## src/rtl/spcm_pkg.sv

```systemverilog
// ----------------------------------------------------------------------------
// Smoothed point to cursor map: shared package
// Field widths, display and camera constants, register indexes and the small
// helper that forms a signed difference as sign and magnitude.
// ----------------------------------------------------------------------------
package spcm_pkg;

    // Field widths of the request and result items.
    localparam int POINT_X_W  = 10;
    localparam int POINT_Y_W  = 9;
    localparam int CURSOR_W   = 11;

    // Camera and display geometry.
    localparam int WINDOW_DEFAULT = 5;
    localparam logic [POINT_X_W-1:0] CAMERA_WIDTH   = 10'd640;
    localparam logic [CURSOR_W-1:0]  DISPLAY_WIDTH  = 11'd1920;
    localparam logic [CURSOR_W-1:0]  DISPLAY_HEIGHT = 11'd1080;

    // Mapping arithmetic: a difference magnitude times a display size.
    localparam int MAG_W = POINT_X_W;
    localparam int NUM_W = MAG_W + CURSOR_W;

    // Register interface.
    localparam int ADDR_W = 4;
    localparam int DATA_W = 32;
    localparam logic [1:0] REG_LEFT_X   = 2'd0;
    localparam logic [1:0] REG_RIGHT_X  = 2'd1;
    localparam logic [1:0] REG_TOP_Y    = 2'd2;
    localparam logic [1:0] REG_BOTTOM_Y = 2'd3;

    // A difference split into its sign and its magnitude.
    typedef struct packed {
        logic             neg;
        logic [MAG_W-1:0] mag;
    } sdiff_t;

    // Returns a - b as sign and magnitude; both operands are unsigned.
    function automatic sdiff_t sub_mag(input logic [MAG_W-1:0] a,
                                       input logic [MAG_W-1:0] b);
        logic [MAG_W:0] d;
        logic [MAG_W:0] n;
        sdiff_t         r;
        d = {1'b0, a} - {1'b0, b};
        n = -d;
        r.neg = d[MAG_W];
        r.mag = d[MAG_W] ? n[MAG_W-1:0] : d[MAG_W-1:0];
        return r;
    endfunction

endpackage

```

## src/rtl/spcm_serial_div.sv

```systemverilog
// ----------------------------------------------------------------------------
// Bit-serial restoring divider
// Unsigned division producing one quotient bit per cycle. A start loads the
// operands; done pulses for one cycle when the quotient is complete, and the
// quotient then holds until the next start.
// ----------------------------------------------------------------------------
module spcm_serial_div #(
    parameter int NUM_W = 13,
    parameter int DEN_W = 3
) (
    input  logic             clk,
    input  logic             rst_n,
    input  logic             start,
    input  logic [NUM_W-1:0] dividend,
    input  logic [DEN_W-1:0] divisor,
    output logic             done,
    output logic [NUM_W-1:0] quotient
);

    localparam int CNT_W = $clog2(NUM_W + 1);

    logic             busy_reg;
    logic             done_reg;
    logic [CNT_W-1:0] cnt_reg;
    logic [NUM_W-1:0] quo_reg;
    logic [NUM_W-1:0] quo_next;
    logic [DEN_W-1:0] rem_reg;
    logic [DEN_W-1:0] rem_next;
    logic [DEN_W-1:0] den_reg;
    logic [DEN_W:0]   rem_shift;
    logic [DEN_W:0]   trial;
    logic             fits;

    // One restoring step: bring down the next dividend bit and try a subtract.
    always_comb
    begin
        rem_shift = {rem_reg, quo_reg[NUM_W-1]};
        trial     = rem_shift - {1'b0, den_reg};
        fits      = ~trial[DEN_W];
        rem_next  = fits ? trial[DEN_W-1:0] : rem_shift[DEN_W-1:0];
        quo_next  = {quo_reg[NUM_W-2:0], fits};
    end

    // Step counter and completion pulse.
    always_ff @(posedge clk or negedge rst_n)
    begin
        if (!rst_n)
        begin
            busy_reg <= 1'b0;
            done_reg <= 1'b0;
            cnt_reg  <= '0;
        end
        else
        begin
            done_reg <= 1'b0;
            if (start)
            begin
                busy_reg <= 1'b1;
                cnt_reg  <= '0;
            end
            else if (busy_reg)
            begin
                cnt_reg <= cnt_reg + 1'b1;
                if (cnt_reg == CNT_W'(NUM_W - 1))
                begin
                    busy_reg <= 1'b0;
                    done_reg <= 1'b1;
                end
            end
        end
    end

    // Operand and partial result shift registers.
    always_ff @(posedge clk)
    begin
        if (start)
        begin
            quo_reg <= dividend;
            rem_reg <= '0;
            den_reg <= divisor;
        end
        else if (busy_reg)
        begin
            quo_reg <= quo_next;
            rem_reg <= rem_next;
        end
    end

    assign done     = done_reg;
    assign quotient = quo_reg;

endmodule

```

## src/rtl/smoothed_point_to_cursor_map_core.sv

```systemverilog
// ----------------------------------------------------------------------------
// Smoothed point to cursor map
// Mirrors the x of each camera point, averages the last WINDOW points and maps the
// averages linearly between calibration bounds to clamped display coordinates.
// ----------------------------------------------------------------------------
// Each request passes from acceptance to the result register through two
// bit-serial divisions in turn, one for the window averages and one for the
// calibration map, each producing a single quotient bit per cycle. One
// request is worked on at a time; the next may be accepted while the
// previous result still waits in the output register. Bounds are to be
// written over the APB port only while the block is idle; the block itself
// does not enforce this. A zero span forces the cursor coordinate to zero
// and raises the matching span flag.
// ----------------------------------------------------------------------------
module smoothed_point_to_cursor_map_core #(
    parameter int WINDOW = spcm_pkg::WINDOW_DEFAULT
) (
    input  logic                              clk,
    input  logic                              rst_n,
    // Point requests
    input  logic                              point_valid,
    output logic                              point_stall,
    input  logic [spcm_pkg::POINT_X_W-1:0]    point_x,
    input  logic [spcm_pkg::POINT_Y_W-1:0]    point_y,
    // Results
    output logic                              result_valid,
    input  logic                              result_stall,
    output logic [spcm_pkg::POINT_X_W-1:0]    smooth_x,
    output logic [spcm_pkg::POINT_Y_W-1:0]    smooth_y,
    output logic [spcm_pkg::CURSOR_W-1:0]     cursor_x,
    output logic [spcm_pkg::CURSOR_W-1:0]     cursor_y,
    output logic                              x_span_zero,
    output logic                              y_span_zero,
    // Configuration port
    input  logic                              psel,
    input  logic                              penable,
    input  logic                              pwrite,
    input  logic [spcm_pkg::ADDR_W-1:0]       paddr,
    input  logic [spcm_pkg::DATA_W-1:0]       pwdata,
    output logic [spcm_pkg::DATA_W-1:0]       prdata,
    output logic                              pready
);

    localparam int XW     = spcm_pkg::POINT_X_W;
    localparam int YW     = spcm_pkg::POINT_Y_W;
    localparam int MW     = spcm_pkg::MAG_W;
    localparam int CW     = spcm_pkg::CURSOR_W;
    localparam int NW     = spcm_pkg::NUM_W;
    localparam int DW     = spcm_pkg::DATA_W;
    localparam int FILL_W = $clog2(WINDOW + 1);
    localparam int SUM_W  = XW + FILL_W;

    typedef enum logic [4:0] {
        ST_IDLE = 5'b00001,
        ST_AVG  = 5'b00010,
        ST_MUL  = 5'b00100,
        ST_MAP  = 5'b01000,
        ST_DONE = 5'b10000
    } state_t;

    state_t state_reg;
    state_t state_next;

    logic [XW-1:0] left_x_reg;
    logic [XW-1:0] right_x_reg;
    logic [YW-1:0] top_y_reg;
    logic [YW-1:0] lower_y_reg;

    logic [XW-1:0]     win_x_reg [WINDOW];
    logic [YW-1:0]     win_y_reg [WINDOW];
    logic [SUM_W-1:0]  sum_x_reg;
    logic [SUM_W-1:0]  sum_x_next;
    logic [SUM_W-1:0]  sum_y_reg;
    logic [SUM_W-1:0]  sum_y_next;
    logic [FILL_W-1:0] fill_reg;
    logic [FILL_W-1:0] fill_next;
    logic              full;

    logic          accept;
    logic          cfg_write;
    logic [XW-1:0] px_sat;
    logic [XW-1:0] mirror_x;

    logic             avg_x_done;
    logic             avg_y_done;
    logic [SUM_W-1:0] avg_x_q;
    logic [SUM_W-1:0] avg_y_q;
    logic [XW-1:0]    avg_x;
    logic [YW-1:0]    avg_y;

    spcm_pkg::sdiff_t span_x;
    spcm_pkg::sdiff_t span_y;
    spcm_pkg::sdiff_t diff_x;
    spcm_pkg::sdiff_t diff_y;
    logic             span_x_zero;
    logic             span_y_zero;

    logic [NW-1:0] num_x_reg;
    logic [NW-1:0] num_y_reg;
    logic          flip_x_reg;
    logic          flip_y_reg;
    logic          map_start;
    logic          map_x_done;
    logic          map_y_done;
    logic [NW-1:0] map_x_q;
    logic [NW-1:0] map_y_q;
    logic [CW-1:0] cur_x;
    logic [CW-1:0] cur_y;
    logic          out_free;

    logic          result_valid_reg;
    logic [XW-1:0] smooth_x_reg;
    logic [YW-1:0] smooth_y_reg;
    logic [CW-1:0] cursor_x_reg;
    logic [CW-1:0] cursor_y_reg;
    logic          x_zero_reg;
    logic          y_zero_reg;

    // Handshakes.
    assign point_stall = (state_reg != ST_IDLE);
    assign accept      = point_valid && (state_reg == ST_IDLE);
    assign out_free    = !result_valid_reg || !result_stall;
    assign pready      = 1'b1;
    assign cfg_write   = psel && penable && pwrite;

    // Calibration registers.
    always_ff @(posedge clk or negedge rst_n)
    begin
        if (!rst_n)
        begin
            left_x_reg  <= '0;
            right_x_reg <= '0;
            top_y_reg   <= '0;
            lower_y_reg <= '0;
        end
        else if (cfg_write)
        begin
            case (paddr[3:2])
                spcm_pkg::REG_LEFT_X:   left_x_reg  <= pwdata[XW-1:0];
                spcm_pkg::REG_RIGHT_X:  right_x_reg <= pwdata[XW-1:0];
                spcm_pkg::REG_TOP_Y:    top_y_reg   <= pwdata[YW-1:0];
                spcm_pkg::REG_BOTTOM_Y: lower_y_reg <= pwdata[YW-1:0];
                default: ;
            endcase
        end
    end

    // Register read-back.
    always_comb
    begin
        case (paddr[3:2])
            spcm_pkg::REG_LEFT_X:   prdata = DW'(left_x_reg);
            spcm_pkg::REG_RIGHT_X:  prdata = DW'(right_x_reg);
            spcm_pkg::REG_TOP_Y:    prdata = DW'(top_y_reg);
            spcm_pkg::REG_BOTTOM_Y: prdata = DW'(lower_y_reg);
            default:                prdata = '0;
        endcase
    end

    // Mirror x, saturating points beyond the camera width.
    assign px_sat   = (point_x > spcm_pkg::CAMERA_WIDTH) ? spcm_pkg::CAMERA_WIDTH : point_x;
    assign mirror_x = spcm_pkg::CAMERA_WIDTH - px_sat;

    // Running sums: drop the oldest point once the window is full.
    assign full = (fill_reg == FILL_W'(WINDOW));

    always_comb
    begin
        sum_x_next = sum_x_reg + SUM_W'(mirror_x);
        sum_y_next = sum_y_reg + SUM_W'(point_y);
        fill_next  = fill_reg + 1'b1;
        if (full)
        begin
            sum_x_next = sum_x_reg + SUM_W'(mirror_x) - SUM_W'(win_x_reg[WINDOW-1]);
            sum_y_next = sum_y_reg + SUM_W'(point_y) - SUM_W'(win_y_reg[WINDOW-1]);
            fill_next  = fill_reg;
        end
    end

    always_ff @(posedge clk or negedge rst_n)
    begin
        if (!rst_n)
        begin
            sum_x_reg <= '0;
            sum_y_reg <= '0;
            fill_reg  <= '0;
        end
        else if (accept)
        begin
            sum_x_reg <= sum_x_next;
            sum_y_reg <= sum_y_next;
            fill_reg  <= fill_next;
        end
    end

    // Window shift line, newest point at the head and oldest at the tail.
    always_ff @(posedge clk)
    begin
        if (accept)
        begin
            win_x_reg[0] <= mirror_x;
            win_y_reg[0] <= point_y;
            for (int i = 1; i < WINDOW; i++)
            begin
                win_x_reg[i] <= win_x_reg[i-1];
                win_y_reg[i] <= win_y_reg[i-1];
            end
        end
    end

    // Window averages, divided by the number of points held.
    spcm_serial_div #(.NUM_W(SUM_W), .DEN_W(FILL_W)) u_avg_x (
        .clk      (clk),
        .rst_n    (rst_n),
        .start    (accept),
        .dividend (sum_x_next),
        .divisor  (fill_next),
        .done     (avg_x_done),
        .quotient (avg_x_q)
    );

    spcm_serial_div #(.NUM_W(SUM_W), .DEN_W(FILL_W)) u_avg_y (
        .clk      (clk),
        .rst_n    (rst_n),
        .start    (accept),
        .dividend (sum_y_next),
        .divisor  (fill_next),
        .done     (avg_y_done),
        .quotient (avg_y_q)
    );

    // An average never exceeds its largest point, so it fits the field.
    assign avg_x = avg_x_q[XW-1:0];
    assign avg_y = avg_y_q[YW-1:0];

    // Calibration spans and offsets as sign and magnitude.
    assign span_x      = spcm_pkg::sub_mag(left_x_reg, right_x_reg);
    assign span_y      = spcm_pkg::sub_mag(MW'(lower_y_reg), MW'(top_y_reg));
    assign diff_x      = spcm_pkg::sub_mag(avg_x, right_x_reg);
    assign diff_y      = spcm_pkg::sub_mag(MW'(avg_y), MW'(top_y_reg));
    assign span_x_zero = (left_x_reg == right_x_reg);
    assign span_y_zero = (lower_y_reg == top_y_reg);

    // Scale the offset magnitudes by the display size.
    always_ff @(posedge clk)
    begin
        if (state_reg == ST_AVG && avg_x_done && avg_y_done)
        begin
            num_x_reg  <= NW'(diff_x.mag) * NW'(spcm_pkg::DISPLAY_WIDTH);
            num_y_reg  <= NW'(diff_y.mag) * NW'(spcm_pkg::DISPLAY_HEIGHT);
            flip_x_reg <= diff_x.neg ^ span_x.neg;
            flip_y_reg <= diff_y.neg ^ span_y.neg;
        end
    end

    assign map_start = (state_reg == ST_MUL);

    // Divide the scaled offsets by the span magnitudes.
    spcm_serial_div #(.NUM_W(NW), .DEN_W(MW)) u_map_x (
        .clk      (clk),
        .rst_n    (rst_n),
        .start    (map_start),
        .dividend (num_x_reg),
        .divisor  (span_x.mag),
        .done     (map_x_done),
        .quotient (map_x_q)
    );

    spcm_serial_div #(.NUM_W(NW), .DEN_W(MW)) u_map_y (
        .clk      (clk),
        .rst_n    (rst_n),
        .start    (map_start),
        .dividend (num_y_reg),
        .divisor  (span_y.mag),
        .done     (map_y_done),
        .quotient (map_y_q)
    );

    // A negative quotient or a zero span clamps to zero, a large quotient to the display size.
    always_comb
    begin
        cur_x = CW'(map_x_q);
        cur_y = CW'(map_y_q);
        if (map_x_q > NW'(spcm_pkg::DISPLAY_WIDTH))
        begin
            cur_x = spcm_pkg::DISPLAY_WIDTH;
        end
        if (map_y_q > NW'(spcm_pkg::DISPLAY_HEIGHT))
        begin
            cur_y = spcm_pkg::DISPLAY_HEIGHT;
        end
        if (flip_x_reg || span_x_zero)
        begin
            cur_x = '0;
        end
        if (flip_y_reg || span_y_zero)
        begin
            cur_y = '0;
        end
    end

    // Sequencer.
    always_comb
    begin
        state_next = state_reg;
        case (state_reg)
            ST_IDLE:
            begin
                if (accept)
                begin
                    state_next = ST_AVG;
                end
            end
            ST_AVG:
            begin
                if (avg_x_done && avg_y_done)
                begin
                    state_next = ST_MUL;
                end
            end
            ST_MUL:
            begin
                state_next = ST_MAP;
            end
            ST_MAP:
            begin
                if (map_x_done && map_y_done)
                begin
                    state_next = ST_DONE;
                end
            end
            ST_DONE:
            begin
                if (out_free)
                begin
                    state_next = ST_IDLE;
                end
            end
            default:
            begin
                state_next = ST_IDLE;
            end
        endcase
    end

    always_ff @(posedge clk or negedge rst_n)
    begin
        if (!rst_n)
        begin
            state_reg <= ST_IDLE;
        end
        else
        begin
            state_reg <= state_next;
        end
    end

    // Output register, loaded once the previous result has been taken.
    always_ff @(posedge clk or negedge rst_n)
    begin
        if (!rst_n)
        begin
            result_valid_reg <= 1'b0;
        end
        else if (state_reg == ST_DONE && out_free)
        begin
            result_valid_reg <= 1'b1;
        end
        else if (!result_stall)
        begin
            result_valid_reg <= 1'b0;
        end
    end

    always_ff @(posedge clk)
    begin
        if (state_reg == ST_DONE && out_free)
        begin
            smooth_x_reg <= avg_x;
            smooth_y_reg <= avg_y;
            cursor_x_reg <= cur_x;
            cursor_y_reg <= cur_y;
            x_zero_reg   <= span_x_zero;
            y_zero_reg   <= span_y_zero;
        end
    end

    assign result_valid = result_valid_reg;
    assign smooth_x     = smooth_x_reg;
    assign smooth_y     = smooth_y_reg;
    assign cursor_x     = cursor_x_reg;
    assign cursor_y     = cursor_y_reg;
    assign x_span_zero  = x_zero_reg;
    assign y_span_zero  = y_zero_reg;

    // A new result only appears when the sequencer hands one over.
    a_result_from_done: assert property (@(posedge clk) disable iff (!rst_n)
        $rose(result_valid_reg) |-> $past(state_reg == ST_DONE))
        else $error("result appeared without a finished request");

    // The average dividers finish only while the sequencer waits for them.
    a_avg_done_state: assert property (@(posedge clk) disable iff (!rst_n)
        avg_x_done |-> state_reg == ST_AVG)
        else $error("average division finished outside its phase");

    // The map dividers finish only while the sequencer waits for them.
    a_map_done_state: assert property (@(posedge clk) disable iff (!rst_n)
        map_x_done |-> state_reg == ST_MAP)
        else $error("map division finished outside its phase");

    // A request in flight always has at least one point in the window.
    a_fill_nonzero: assert property (@(posedge clk) disable iff (!rst_n)
        state_reg != ST_IDLE |-> fill_reg != '0 && fill_reg <= FILL_W'(WINDOW))
        else $error("window fill count out of range");

    // Held cursor values stay inside the display and honour the span flags.
    a_cursor_range: assert property (@(posedge clk) disable iff (!rst_n)
        result_valid_reg |-> cursor_x_reg <= spcm_pkg::DISPLAY_WIDTH
            && cursor_y_reg <= spcm_pkg::DISPLAY_HEIGHT
            && (!x_zero_reg || cursor_x_reg == '0)
            && (!y_zero_reg || cursor_y_reg == '0))
        else $error("cursor result out of range");

endmodule

```

## config.mk

```make
export PLATFORM = sky130hd
export DESIGN_NAME = smoothed_point_to_cursor_map_core
export DESIGN_NICKNAME = d
export VERILOG_FILES = /design/src/rtl/spcm_pkg.sv /design/src/rtl/spcm_serial_div.sv /design/src/rtl/smoothed_point_to_cursor_map_core.sv
export SDC_FILE = /design/constraint.sdc
export NUM_CORES = 1
export LEC_CHECK = 0
export ABC_AREA = 1
export BUFFER_PORTS_ARGS = -buffer_cell sky130_fd_sc_hd__buf_4
export CAP_MARGIN = 20
export CORE_MARGIN = 2
export CORE_UTILIZATION = 56
export DETAILED_ROUTE_END_ITERATION = 16
export GPL_TIMING_DRIVEN = 0
export PLACE_DENSITY = 0.74
export SLEW_MARGIN = 0
export SYNTH_ARGS = -nofsm -noshare
export SYNTH_HDL_FRONTEND = slang
export SYNTH_SLANG_ARGS = --single-unit
```

## constraint.sdc

```tcl
create_clock -name clk -period 5.42 [get_ports clk]
set_input_delay 1.084 -clock clk [delete_from_list [all_inputs] [get_ports clk]]
set_output_delay 1.084 -clock clk [all_outputs]
set_load 0.01 [all_outputs]
```

==> reports/results.md, run 1 <==
## Status
• **result of the run** complete, no violations

## CTS
• **insertion delay to the later sink of the worst-skew pair** 580 ps
• **number of H-tree levels** 2
• **buffer cell driving the clock tree root** sky130_fd_sc_hd__clkbuf_16
• **clock transition at the registers of the reported paths** 60 ps
• **Inserted Clock Buffers** 40
• **count of hold buffers inserted by post-cts repair** 0
• **Sinks on Clock Net** 388
• **clock tree from TritonCTS** done
• **CTS max path bufs** 3

## Logic synthesis
• **instance count of the mapped netlist** 2519
• **async set-or-reset flop fraction in the synthesized netlist** 25.5%
• **Mapped Area** 23100 um2
• **post-synth cell types** 58
• **cell types with the largest area share after synthesis** sky130_fd_sc_hd__edfxtp_1, sky130_fd_sc_hd__dfrtp_1, sky130_fd_sc_hd__nand2_1
• **Mean Syn Cell Area** 9.15 um2
• **post-synth top area cell** sky130_fd_sc_hd__edfxtp_1
• **synthesized flop and latch total** 388
• **fraction of post-synthesis cell area in the top cell type by area** 34.3%
• **synthesis warning total** 0
• **count of flip-flops with a built-in enable after synthesis** 263
• **sequential area share after synthesis** 47.3%
• **predominant post-synthesis flop cell** sky130_fd_sc_hd__edfxtp_1

## Route
• **residual DRC count** 0
• **via-per-instance ratio** 5.30
• **count of antenna-violating nets left after detailed routing** 0
• **number of DRC markers in iteration 0** 1031
• **total iterations of the first detailed-routing run** 5
• **average wire length per cell after detail routing** 15.4 um
• **Vias** 17.2k
• **wire length after detailed routing** 50.1 mm

## Floorplanning
• **Std-Cell Rows** 74
• **floorplan die height** 207 um
• **Chip Width** 207 um
• **effective utilization at floorplan** 56.6%
• **core region area** 40700 um2
• **Die ar.** 42800 um2
• **top-level port count** 140

## Critical path
• **Worst setup EP type** flip-flop
• **sort of element at the start of the critical path** flip-flop
• **cell type of the slowest stage on the worst timing path** sky130_fd_sc_hd__fa_1
• **Critical Setup Path Class** flip-flop to flip-flop
• **peak fanout along the critical path** 4
• **Setup crit start** top_y_reg[0]$_DFFE_PN0P_
• **required arrival time at the worst endpoint** 5740 ps
• **most used cell along the critical path** sky130_fd_sc_hd__inv_1
• **Critical R2R Launch** top_y_reg[0]$_DFFE_PN0P_
• **delay contributed by the slowest stage of the critical path** 540 ps
• **arrival time reported for the critical path endpoint** 5450 ps
• **cells along the critical path** ha_1 > inv_2 > fa_2 > inv_1 > ha_1 > inv_1 > nor2_1 > nand3_1 > nor2_2 > nor2_1 > xnor2_2 > ha_1 > inv_1 > fa_1 > fa_1 > inv_1 > ha_1 > inv_1 > nor3_1 > inv_1 > nor4_1 > nor2_2 > nand2_1 > nand2_1

## Placed design
• **weighted congestion at the end of routability-driven global placement** 0.905
• **number of buffer cells added on primary ports** 92
• **Detail Placement HPWL** 38.4 mm

## Finish
• **number of flip-flops in the largest register** 50
• **final net count** 2966
• **fraction of final layout cells with drive strength greater than 1** 10.4%
• **post-layout util** 64.1%
• **most common library cell in the layout ignoring fill and taps** sky130_fd_sc_hd__nand2_1
• **layout overhead on the synthesized area** 13.2%
• **commonest cells after routing, fill and taps aside** sky130_fd_sc_hd__nand2_1, sky130_fd_sc_hd__inv_1, sky130_fd_sc_hd__edfxtp_1
• **# diodes** 0

## Global routing
• **total congestion overflow after global routing** 0
• **global-route wire length before repair** 81.4 mm
• **maximum number of pins on one net before global-route repair** 76
• **number of global-route vias before repair** 16.8k
• **GR Util All Layers** 24.0%
• **number of antenna violations at the first check in global routing** 0

## STA
• **final number of max-transition violations** 0
• **achievable clock frequency** 195 MHz
• **Clock Skews** 15.2 ps
• **Final setup viols** 0
• **transition time at the pin with the least slew margin** 946 ps
• **Final min period** 5130 ps
• **endpoints failing hold** 0
• **final critical-path share of the clock period** 94.7%
• **setup repair after global routing missed its margin** true
• **Slew headroom** 36.8%

## Run
• **Maximum Capacitance Violations** 0

## Min path
• **Hold/Removal Path Class** flip-flop to flip-flop
• **hold_sp** win_x_reg[0][6]$_DFFE_PP_

==> synth_stat cells (34+ instances only) <==
| cell type | instances |
|---|---|
| sky130_fd_sc_hd__ha_1 | 174 |
| sky130_fd_sc_hd__nor2_1 | 119 |
| sky130_fd_sc_hd__nand4_1 | 34 |
| sky130_fd_sc_hd__fa_1 | 41 |
| sky130_fd_sc_hd__o21ai_0 | 139 |
| sky130_fd_sc_hd__inv_1 | 390 |
| sky130_fd_sc_hd__nand2_1 | 618 |
| sky130_fd_sc_hd__nand3_1 | 131 |
| sky130_fd_sc_hd__a21oi_1 | 104 |
| sky130_fd_sc_hd__edfxtp_1 | 263 |
| sky130_fd_sc_hd__dfrtp_1 | 98 |
| sky130_fd_sc_hd__xor2_1 | 85 |
==> cells by family after synthesis <==
logic type                 synth area share, %
and+or+nand+nor                           18.1
other                                   0.0326
xor gates and xnor gates                  5.02
AOI/OAI and AO/OA                         8.41
adders and majority gates                 13.0
buffers and inverters                     8.16
DFF                                       47.3
==> metal layers <==
layer	GRT usage (%)	routed length [um]	vias up
met5	0	0	-
met4	9.98	1980	0
met3	2.84	2110	109
met2	41.4	24400	406
met1	30.6	21600	8101
li1	-	-	8614
==> metrics by stage <==
step	worst slack [ps]	hold slack (ps)	instance area, um2	TNS [ps]	instances
after detailed placement	-72.6	405	24600	-128	3170
final	287	412	26100	0	3252
after global placement	-43.6	400	24500	-71.1	3164
after floorplan	579	400	23100	0	2540
after CTS	21.7	414	25900	0	3243
after global routing	-49.6	419	26100	-96.7	3252
==> worst paths after layout <==
path,to,slack [ps],cells after the start
hold reg to reg,win_x_reg[0][16]$_DFFE_PP_,410,0
min in group asynchronous,u_map_x.cnt_reg[2]$_DFFE_PN0P_,550,1
setup / recovery,num_y_reg[18]$_DFFE_PP_,290,24
setup reg to reg,num_y_reg[18]$_DFFE_PP_,290,24
hold / removal,win_x_reg[0][16]$_DFFE_PP_,410,0
max in group asynchronous,sum_y_reg[10]$_DFFE_PN0P_,4130,2
==> critical path, delay by kind of cell, from the launching register on <==
family	cells	cell delay (ps)
flops	1	440
buf+inv	7	540
simple gates	9	1200
fa+ha+maj	7	2430
xor+xnor	1	270
==> cell type report <==
cell class	instances	area (um2)
fillers	3344	14600
flip-flops and latches	388	10900
multi-input cells	1683	10500
inverters	403	1510
clock buffers	54	1100
repair buffers	107	867
well taps	532	666
plain buffers	66	372
clock inverters	19	158
==> timing repair <==
| item | in CTS | in global routing |
|---|---|---|
| setup endpoints to repair | 0 | 12 |
| gates resized for setup | 0 | 29 |
| setup buffers | 0 | 9 |
| hold endpoints to repair | 0 | 0 |
Power of run 1 is not shown: default switching activity piles up to over one toggle a cycle in this logic, so the estimate is an artifact.
==> inputs of run 2 (changes only) <==
==> constraint.sdc (replaced) <==
create_clock -name clk -period 6.3 [get_ports clk]
set_input_delay 1.26 -clock clk [delete_from_list [all_inputs] [get_ports clk]]
set_output_delay 1.26 -clock clk [all_outputs]
set_load 0.01 [all_outputs]
==> run 2 against run 1 <==
Critical path type unchanged. Die area did not move. Largest cell class unchanged. Critical endpoint is now num_y_reg[19]$_DFFE_PP_. Hold slack hardly changed. Core utilization decreased by 0.55 points. Highest routed layer unchanged.
==> reports/results.md, run 2 (synthesis gave the netlist of run 1 again) <==
## Critical path
• **peak fanout along the critical path** 5, was 4
• **sort of element at the start of the critical path** flip-flop, unchanged
• **delay contributed by the slowest stage of the critical path** 550 ps, was 540 ps
• **Critical Setup Path Class** flip-flop to flip-flop, unchanged
• **arrival time reported for the critical path endpoint** 5790 ps, was 5450 ps
• **reg-to-reg setup timing slack** 830 ps, was 290 ps
• **required arrival time at the worst endpoint** 6620 ps, was 5740 ps
• **number of cells on the worst reg-to-reg path** 27, was 24
• **most used cell along the critical path** sky130_fd_sc_hd__nand2_1, was sky130_fd_sc_hd__inv_1
• **cell type of the slowest stage on the worst timing path** sky130_fd_sc_hd__fa_1, unchanged
• **Worst setup EP type** flip-flop, unchanged

## Floorplanning
• **core region area** 40700 um2, unchanged
• **effective utilization at floorplan** 56.6%, unchanged
• **top-level port count** 140, unchanged
• **floorplan die height** 207 um, unchanged
• **Die ar.** 42800 um2, unchanged
• **Std-Cell Rows** 74, unchanged
• **Chip Width** 207 um, unchanged

## Finish
• **most common library cell in the layout ignoring fill and taps** sky130_fd_sc_hd__nand2_1, unchanged
• **commonest cells after routing, fill and taps aside** sky130_fd_sc_hd__nand2_1, sky130_fd_sc_hd__inv_1, sky130_fd_sc_hd__edfxtp_1, unchanged
• **fraction of final layout cells with drive strength greater than 1** 9.33%, was 10.4%
• **number of flip-flops in the largest register** 50, unchanged
• **final net count** 2957, was 2966
• **layout overhead on the synthesized area** 12.3%, was 13.2%
• **# diodes** 0, unchanged

## Route
• **residual DRC count** 0, unchanged
• **average wire length per cell after detail routing** 15.4 um, about the same
• **via-per-instance ratio** 5.31, was 5.30
• **count of antenna-violating nets left after detailed routing** 0, unchanged
• **Vias** 17.2k, about the same
• **total iterations of the first detailed-routing run** 5, unchanged
• **wire length after detailed routing** 49.8 mm, was 50.1 mm
• **number of DRC markers in iteration 0** 1060, was 1031

## Min path
• **Hold/Removal Path Class** flip-flop to flip-flop, unchanged
• **worst hold path depth** 0, unchanged

## Placed design
• **number of buffer cells added on primary ports** 92, unchanged
• **Detail Placement HPWL** 38.4 mm, unchanged
• **weighted congestion at the end of routability-driven global placement** 0.905, unchanged

## CTS
• **Post-CTS Setup Repair Bufs** 0, unchanged
• **buffer cell driving the clock tree root** sky130_fd_sc_hd__clkbuf_16, unchanged
• **post-cts gate resize count** 0, unchanged
• **count of hold buffers inserted by post-cts repair** 0, unchanged
• **Sinks on Clock Net** 388, unchanged
• **clock tree from TritonCTS** done, unchanged
• **number of H-tree levels** 2, unchanged
• **CTS max path bufs** 3, unchanged
• **clock transition at the registers of the reported paths** 60 ps, about the same
• **Inserted Clock Buffers** 40, unchanged
• **insertion delay to the later sink of the worst-skew pair** 580 ps, about the same

## Status
• **result of the run** complete, no violations, unchanged

## Global routing
• **global-route wire length before repair** 81.4 mm, unchanged
• **total congestion overflow after global routing** 0, unchanged
• **number of global-route vias before repair** 16.8k, unchanged
• **number of antenna violations at the first check in global routing** 0, unchanged
• **maximum number of pins on one net before global-route repair** 76, unchanged
• **GR Util All Layers** 24.0%, unchanged

## STA
• **setup repair after global routing missed its margin** false, was true
• **transition time at the pin with the least slew margin** 935 ps, was 946 ps
• **final number of max-transition violations** 0, unchanged
• **Slew headroom** 37.5%, was 36.8%
• **total negative slack** 0 ps, unchanged
• **Clock Skews** 16.1 ps, was 15.2 ps
• **final critical-path share of the clock period** 86.8%, was 94.7%
• **Final setup viols** 0, unchanged
• **Final min period** 5470 ps, was 5130 ps
• **endpoints failing hold** 0, unchanged
• **achievable clock frequency** 183 MHz, was 195 MHz

## Run
• **Maximum Capacitance Violations** 0, unchanged

## run 2: changes by cell type in the layout (fill, tap and decap cells not counted), sizes merged
cell	before	now
buf	149	140
## run 2: path summary, 6_finish.rpt
path	from	to
max	top_y_reg[0]$_DFFE_PN0P_	num_y_reg[19]$_DFFE_PP_
min	win_x_reg[0][6]$_DFFE_PP_	win_x_reg[0][16]$_DFFE_PP_
max reg2reg	top_y_reg[0]$_DFFE_PN0P_	num_y_reg[19]$_DFFE_PP_
min reg2reg	win_x_reg[0][6]$_DFFE_PP_	win_x_reg[0][16]$_DFFE_PP_
max in group asynchronous	rst_n	sum_y_reg[10]$_DFFE_PN0P_
min in group asynchronous	rst_n	u_map_x.cnt_reg[2]$_DFFE_PN0P_
## run 2: final cells by class
type                       instances  area [um2]
tap                              532         666
timing repair buffer              98         800
clock inverter                    19         158
inverter                         403        1510
fill                            3368       14900
multi-input combinational       1683       10400
clock buffer                      54        1100
buffer                            66         372
sequential                       388       10900
## run 2: worst max-delay path, delay by kind of cell, from the launching register on
family	cells	cell delay (ps)
and+or+nand+nor	15	1550
AOI/OAI and AO/OA	2	250
adders and majority gates	6	2370
xor gates and xnor gates	1	350
DFF	1	500
buffers and inverters	3	170
## run 2: layer usage
| metal | vias up | share of wire, % | track usage (%) |
|---|---|---|---|
| met5 | - | 0 | 0 |
| met2 | 416 | 49 | 41.4 |
| met1 | 8116 | 44 | 30.6 |
| met4 | 0 | 3.6 | 9.98 |
| li1 | 8599 | - | - |
| met3 | 90 | 4.2 | 2.84 |
## run 2: through the flow
stage	hold WS (ps)	cell area (um2)	worst slack [ps]	utilization (%)	instances
floorplan	400	23100	1350	-	2540
global placement	400	24500	660	60.1	3164
detailed placement	405	24600	631	60.4	3170
CTS	414	25900	902	63.5	3243
global route	419	25900	350	63.5	3243
finish	412	25900	831	63.5	3243
Power of run 2 is left out for the same reason.
